File: src/design/jmsc_pkg.sv
// Shared types, marker codes and verdict codes for the JPEG marker stream checker.
// No dependencies; every other design file but jmsc_checker refers to this package by scoped names.
package jmsc_pkg;

  localparam logic [7:0] BYTE_FF   = 8'hff;
  localparam logic [7:0] BYTE_ZERO = 8'h00;
  localparam logic [7:0] CODE_TEM  = 8'h01;
  localparam logic [7:0] CODE_SOI  = 8'hd8;
  localparam logic [7:0] CODE_EOI  = 8'hd9;
  localparam logic [7:0] CODE_SOS  = 8'hda;
  localparam logic [7:0] CODE_RST0 = 8'hd0;
  localparam logic [7:0] CODE_RST7 = 8'hd7;

  localparam logic [1:0] VERDICT_GOOD  = 2'd0;
  localparam logic [1:0] VERDICT_BAD   = 2'd1;
  localparam logic [1:0] VERDICT_SHORT = 2'd2;
  localparam logic [1:0] VERDICT_EXTRA = 2'd3;

  typedef enum logic [9:0] {
    PH_PREFIX  = 10'b00_0000_0001,
    PH_CODE    = 10'b00_0000_0010,
    PH_LEN_HI  = 10'b00_0000_0100,
    PH_LEN_LO  = 10'b00_0000_1000,
    PH_SKIP    = 10'b00_0001_0000,
    PH_ENTROPY = 10'b00_0010_0000,
    PH_ENT_FF  = 10'b00_0100_0000,
    PH_FILL    = 10'b00_1000_0000,
    PH_SKIPALL = 10'b01_0000_0000,
    PH_DONE    = 10'b10_0000_0000
  } phase_t;

  typedef struct packed {
    logic       valid;
    logic [1:0] verdict;
  } result_t;

  typedef struct packed {
    logic [7:0] data_byte;
    logic       last_byte;
  } item_t;

  function automatic logic is_rst_code(input logic [7:0] c);
    is_rst_code = (c >= CODE_RST0) && (c <= CODE_RST7);
  endfunction

  function automatic logic [1:0] judge_tail(input logic [7:0] hi, input logic [7:0] lo);
    if (hi != BYTE_FF) begin
      judge_tail = VERDICT_BAD;
    end else if (lo == BYTE_ZERO || is_rst_code(lo)) begin
      judge_tail = VERDICT_BAD;
    end else if (lo == CODE_EOI) begin
      judge_tail = VERDICT_GOOD;
    end else begin
      judge_tail = VERDICT_SHORT;
    end
  endfunction

endpackage

File: src/design/jmsc_parser.sv
// Marker walker of the JPEG marker stream checker: per-file state and one-byte step.
// Depends on jmsc_pkg for phases, marker codes, verdict codes and result type.
module jmsc_parser (
  input  logic             clk,
  input  logic             rst_n,
  input  logic             adv,
  input  jmsc_pkg::item_t  s1_item,
  input  logic             skip_entropy,
  output jmsc_pkg::result_t res
);

  typedef struct packed {
    logic                have_v;
    logic [1:0]          verdict;
    jmsc_pkg::phase_t    phase;
    logic                in_scan;
    logic                enter_skip;
  } code_res_t;

  jmsc_pkg::phase_t phase_r, phase_nxt;
  logic             in_scan_r, in_scan_nxt;
  logic [7:0]       len_hi_r, len_hi_nxt;
  logic [15:0]      skip_left_r, skip_left_nxt;
  logic [7:0]       prev_r, prev_nxt;

  logic [7:0]  b;
  logic        last;
  logic [15:0] seg_len;
  logic [15:0] skip_dec;
  logic [7:0]  tail_hi;
  logic [7:0]  tail_lo;
  code_res_t   cr;
  logic        cr_used;
  logic        have_v;
  logic [1:0]  verdict;

  function automatic code_res_t on_code(input logic [7:0] c, input logic lst,
                                        input logic skip, input logic scan);
    code_res_t r;
    r.have_v     = 1'b0;
    r.verdict    = jmsc_pkg::VERDICT_GOOD;
    r.phase      = jmsc_pkg::PH_LEN_HI;
    r.in_scan    = scan;
    r.enter_skip = 1'b0;
    if (c == jmsc_pkg::BYTE_ZERO || jmsc_pkg::is_rst_code(c)) begin
      r.have_v  = 1'b1;
      r.verdict = jmsc_pkg::VERDICT_BAD;
    end else if (c == jmsc_pkg::CODE_EOI) begin
      r.have_v  = 1'b1;
      r.verdict = lst ? jmsc_pkg::VERDICT_GOOD : jmsc_pkg::VERDICT_EXTRA;
    end else if (c == jmsc_pkg::CODE_SOI || c == jmsc_pkg::CODE_TEM) begin
      r.phase = jmsc_pkg::PH_PREFIX;
    end else if (c == jmsc_pkg::CODE_SOS) begin
      if (skip) begin
        r.phase      = jmsc_pkg::PH_SKIPALL;
        r.enter_skip = 1'b1;
      end else begin
        r.in_scan = 1'b1;
      end
    end
    return r;
  endfunction

  assign b        = s1_item.data_byte;
  assign last     = s1_item.last_byte;
  assign seg_len  = {len_hi_r, b};
  assign skip_dec = skip_left_r - 16'd1;

  always_comb begin
    cr_used = 1'b0;
    cr      = on_code(b, last, skip_entropy, 1'b0);
    unique case (phase_r)
      jmsc_pkg::PH_CODE: begin
        cr      = on_code(b, last, skip_entropy, in_scan_r);
        cr_used = 1'b1;
      end
      jmsc_pkg::PH_ENT_FF: begin
        cr_used = !(b == jmsc_pkg::BYTE_ZERO || jmsc_pkg::is_rst_code(b) ||
                    b == jmsc_pkg::BYTE_FF);
      end
      jmsc_pkg::PH_FILL: begin
        cr_used = (b != jmsc_pkg::BYTE_FF);
      end
      default: begin
        cr_used = 1'b0;
      end
    endcase
  end

  always_comb begin
    phase_nxt     = phase_r;
    in_scan_nxt   = in_scan_r;
    len_hi_nxt    = len_hi_r;
    skip_left_nxt = skip_left_r;
    prev_nxt      = prev_r;
    have_v        = 1'b0;
    verdict       = jmsc_pkg::VERDICT_GOOD;
    tail_hi       = jmsc_pkg::BYTE_FF;
    tail_lo       = jmsc_pkg::CODE_SOS;

    unique case (phase_r)
      jmsc_pkg::PH_PREFIX: begin
        if (b != jmsc_pkg::BYTE_FF) begin
          have_v  = 1'b1;
          verdict = jmsc_pkg::VERDICT_BAD;
        end else begin
          phase_nxt = jmsc_pkg::PH_CODE;
        end
      end
      jmsc_pkg::PH_LEN_HI: begin
        len_hi_nxt = b;
        phase_nxt  = jmsc_pkg::PH_LEN_LO;
      end
      jmsc_pkg::PH_LEN_LO: begin
        if (seg_len > 16'd2) begin
          skip_left_nxt = seg_len - 16'd2;
          phase_nxt     = jmsc_pkg::PH_SKIP;
        end else begin
          phase_nxt = in_scan_r ? jmsc_pkg::PH_ENTROPY : jmsc_pkg::PH_PREFIX;
        end
      end
      jmsc_pkg::PH_SKIP: begin
        skip_left_nxt = skip_dec;
        if (skip_dec == 16'd0) begin
          phase_nxt = in_scan_r ? jmsc_pkg::PH_ENTROPY : jmsc_pkg::PH_PREFIX;
        end
      end
      jmsc_pkg::PH_ENTROPY: begin
        if (b == jmsc_pkg::BYTE_FF) begin
          phase_nxt = jmsc_pkg::PH_ENT_FF;
        end
      end
      jmsc_pkg::PH_ENT_FF: begin
        if (b == jmsc_pkg::BYTE_ZERO || jmsc_pkg::is_rst_code(b)) begin
          phase_nxt = jmsc_pkg::PH_ENTROPY;
        end else if (b == jmsc_pkg::BYTE_FF) begin
          phase_nxt = jmsc_pkg::PH_FILL;
        end
      end
      jmsc_pkg::PH_SKIPALL: begin
        prev_nxt = b;
        tail_hi  = prev_r;
        tail_lo  = b;
      end
      default: begin
      end
    endcase

    if (cr_used) begin
      have_v      = cr.have_v;
      verdict     = cr.verdict;
      phase_nxt   = cr.phase;
      in_scan_nxt = cr.in_scan;
      if (cr.enter_skip) begin
        prev_nxt = jmsc_pkg::CODE_SOS;
      end
    end

    if (phase_nxt != jmsc_pkg::PH_DONE && !have_v && last) begin
      have_v  = 1'b1;
      verdict = (phase_nxt == jmsc_pkg::PH_SKIPALL) ?
                jmsc_pkg::judge_tail(tail_hi, tail_lo) : jmsc_pkg::VERDICT_SHORT;
    end

    if (have_v) begin
      phase_nxt = jmsc_pkg::PH_DONE;
    end

    if (last) begin
      phase_nxt     = jmsc_pkg::PH_PREFIX;
      in_scan_nxt   = 1'b0;
      len_hi_nxt    = '0;
      skip_left_nxt = '0;
      prev_nxt      = '0;
    end
  end

  always_ff @(posedge clk) begin
    if (!rst_n) begin
      phase_r     <= jmsc_pkg::PH_PREFIX;
      in_scan_r   <= 1'b0;
      len_hi_r    <= '0;
      skip_left_r <= '0;
      prev_r      <= '0;
    end else if (adv) begin
      phase_r     <= phase_nxt;
      in_scan_r   <= in_scan_nxt;
      len_hi_r    <= len_hi_nxt;
      skip_left_r <= skip_left_nxt;
      prev_r      <= prev_nxt;
    end
  end

  assign res.valid   = have_v;
  assign res.verdict = verdict;

endmodule

File: config.mk
export PLATFORM = sky130hd
export DESIGN_NAME = jmsc_parser
export DESIGN_NICKNAME = d
export VERILOG_FILES = /design/src/design/jmsc_pkg.sv /design/src/design/jmsc_parser.sv
export SDC_FILE = /design/constraint.sdc
export NUM_CORES = 1
export LEC_CHECK = 0
export BUFFER_PORTS_ARGS = -buffer_cell sky130_fd_sc_hd__clkbuf_2
export CORE_UTILIZATION = 56
export CTS_CLUSTER_SIZE = 16
export DETAILED_ROUTE_END_ITERATION = 10
export GPL_TIMING_DRIVEN = 0
export HOLD_SLACK_MARGIN = 0.08
export PLACE_DENSITY = 0.77
export SYNTH_ARGS = -nofsm -noshare
export SYNTH_HDL_FRONTEND = slang
export SYNTH_SLANG_ARGS = --single-unit
File: constraint.sdc
create_clock -name clk -period 2.8 [get_ports clk]
set_input_delay 0.28 -clock clk [delete_from_list [all_inputs] [get_ports clk]]
set_output_delay 0.28 -clock clk [all_outputs]
set_load 0.01 [all_outputs]
==> summary.txt <==
Logic synthesis
  • Area contributors post-synth: dfxtp_1 (26%), nor2_1 (4.8%), nor2b_1 (4.3%)
  • Post-synth EDFFs: 0
  • Post-synth ARST share: 0%
  • Mapped Area: approximately 3300 um^2
  • Cells after Synth: around 430
  • Share of the yosys chip area belonging to registers: between 20% and 30%
  • Top cell type's share of synthesized area: 25.98%
  • Synth warn: 0
  • Post-synth top area cell: dfxtp_1
  • Synth cell count leaders: dfxtp_1 (43), nor2_1 (42), o21ai_0 (28)
  • Syn Nets: 450
  • Synthesis-stage register bit count: 43
  • Main synth FF type: dfxtp_1
  • Most frequent cell after synthesis: dfxtp_1
  • Synth unique cells: 70
  • Avg Inst Size Synth: 7.652 um^2

Global routing
  • Number of global-route vias before repair: 3,220
  • First-pass GRT wire length: 16,150 um
  • GRT Total Usage: 33.38%
  • Largest net degree at the start of global routing: 17
  • Total grt overflow: 0
  • Antenna violations before repair: 0

Floorplanning
  • Die Y: ~79 um
  • FP Rows: 27
  • Starting density of the core: 59.08%
  • Die area: between 6000 and 7000 um^2
  • Core region area: between 5000 and 6000 um^2
  • Die width: slightly below 80 um
  • IO Pins: 16

Power and ir drop
  • Total design power: roughly 0.0014 W
  • Peak supply drop: approximately 0.00031 V
  • Leak: around 1.4 nW
  • PD cells: 355.9 nW/um^2

Layout
  • Register area: just under 900 um^2
  • Area Overhead vs Synth: 14.69%
  • Multi-input gate area: 2367 um^2
  • Antenna diode count: 0
  • Post-Layout Inst Area: approximately 3800 um^2
  • Layout cells sized above 1: approximately 18%
  • FILL cells: about 500
  • Final net count: between 400 and 500

STA
  • Worst Max-Slew Pin Slew: a little over 0.7 ns
  • Setup Skew: 0.01878 ns
  • Fmax: about 280 MHz
  • Final hold vios: 0
  • Rel. slew slack: a little over 50%
  • Minimum clock period: 3.563 ns
  • Slew Viols, Final: 0
  • # setup viols final: 4
  • Final period util: 127.2%
  • RSZ-0062 raised after global routing: true
  • Final WS setup: -0.7628 ns

Hold path
  • Min-delay worst type: in2reg
  • Hold wc startpoint: rst_n

Drt
  • Vias per cell: 6.693
  • Routed len/inst: around 19 um
  • # DRC: 0
  • Drt first pass iters: 6
  • Final wirelength: ~10,000 um
  • DRT iter0 DRCs: between 400 and 500
  • Antenna viol nets, final: 0
  • Routed vias: ~3,600

Run status
  • Failing checks: negative setup slack
  • Status: finished, violations left

Clock tree
  • Clock Path Buffers: 2
  • TritonCTS clock tree: built
  • Max H-tree Level: 2
  • Clk_lat worst skew: between 0.3 and 0.4 ns
  • Total CTS buffers: 5
  • Clk sink count: 43
  • Root buf cell: clkbuf_8
  • Clk slew on worst S/H paths: 0.09 ns

Critical path
  • FF-to-FF Start: skip_left_r[1]
  • CP startpoint: skip_left_r[1]
  • Crit Path Category: reg2out
  • Worst Path Arrival: roughly 3.3 ns
  • Crit end category: output port
  • Max FO, Critical Path: 7
  • Setup crit start kind: flop
  • Data required, critical path: between 2 and 3 ns

Placed design
  • Detailed-placement wirelength estimate: between 7000 and 8000 um
  • Placed Area: 3495 um^2
  • Place WS: -0.5508 ns
  • Input/output buffers: 8
  • Placer Congestion: ~0.95

Job
  • Max Cap Viol: 0
layer usage:
layer,global-route usage (%),routed length (um)
met1,46.15,4390
met2,51.74,4388
met3,6.437,1007
met4,11.45,251
met5,0,0
logic make-up (layout without fill, tap and decap cells):
logic type | count (synthesis) | in the layout | share of synthesized area [%]
AOI/OAI and AO/OA | 130 | 130 | 28.32
xor gates and xnor gates | 23 | 23 | 6.080
adders and majority gates | 4 | 4 | 1.511
buffers and inverters | 42 | 75 | 5.174
DFF | 43 | 43 | 25.98
muxes | 1 | 1 | 0.3399
and+or+nand+nor | 190 | 190 | 32.59
through the flow:
stage	setup TNS (ns)	hold slack (ns)	util, %	std cells
2_1_floorplan	-0.09726	0.4338	-	433
3_3_place_gp	-3.581	0.4752	62.32	513
3_5_place_dp	-4.675	0.4886	62.32	513
4_1_cts	-1.442	0.2761	65.75	532
5_1_grt	-1.846	0.2934	67.76	538
6_report	-1.470	0.2897	67.76	538
registers in the layout, summed over array words and instances (netlist names):
name         flops
in_scan_r        1
phase_r         10
prev_r           8
len_hi_r         8
skip_left_r     16
path summary, 6_finish.rpt:
kind         cells past startpoint  slack (ns)               to
min                              2        0.29   skip_left_r[3]
min reg2reg                      2        0.49  skip_left_r[13]
max                             12       -0.76           res[1]
max reg2reg                     11       -0.01       phase_r[6]
final cells by class:
cell class,count,area share [%]
plain buffers,29,3.457
multi-input cells,348,62.30
clock buffers,5,1.811
flip-flops and latches,43,22.92
well taps,72,2.371
inverters,11,1.218
clock inverters,3,0.6915
repair buffers,27,5.235
what timing repair did:
item,in CTS,in global routing
pin swaps,7,16
setup endpoints to repair,15,21
buffers inserted,11,10
resized for setup,2,23
hold buffers,0,0
cells in the final DEF, fill, tap and decap left out, drive strengths merged, types with 8 or more instances in the layout:
cell type / n
o21ai: 35
nor2: 42
nor2b: 23
buf: 26
xnor2: 15
nor4: 10
a22oi: 17
nand2: 27
clkbuf: 35
nand4: 8
o21a: 8
xor2: 8
inv: 13
nand3: 17
a21oi: 18
and2: 14
dfxtp: 43
nor3: 14
worst max-delay path, cell delays in order (launching register included):
cell and delay (ns):
dfxtp_4 0.37, buf_6 0.13, or4_4 0.53, buf_6 0.15
o32a_1 0.18, a211oi_2 0.29, o2111ai_2 0.22, a21oi_2 0.25
a311o_1 0.25, nor4b_4 0.25, buf_4 0.17, o31ai_2 0.05
buf_2 0.15
report_power, final:
part | switching (W) | internal [W] | total, W
sequential | 0.00000717 | 0.000615 | 0.000622
combinational | 0.000171 | 0.000108 | 0.000279
clock | 0.000267 | 0.000184 | 0.000451
Power figures use the tool's default switching activity.
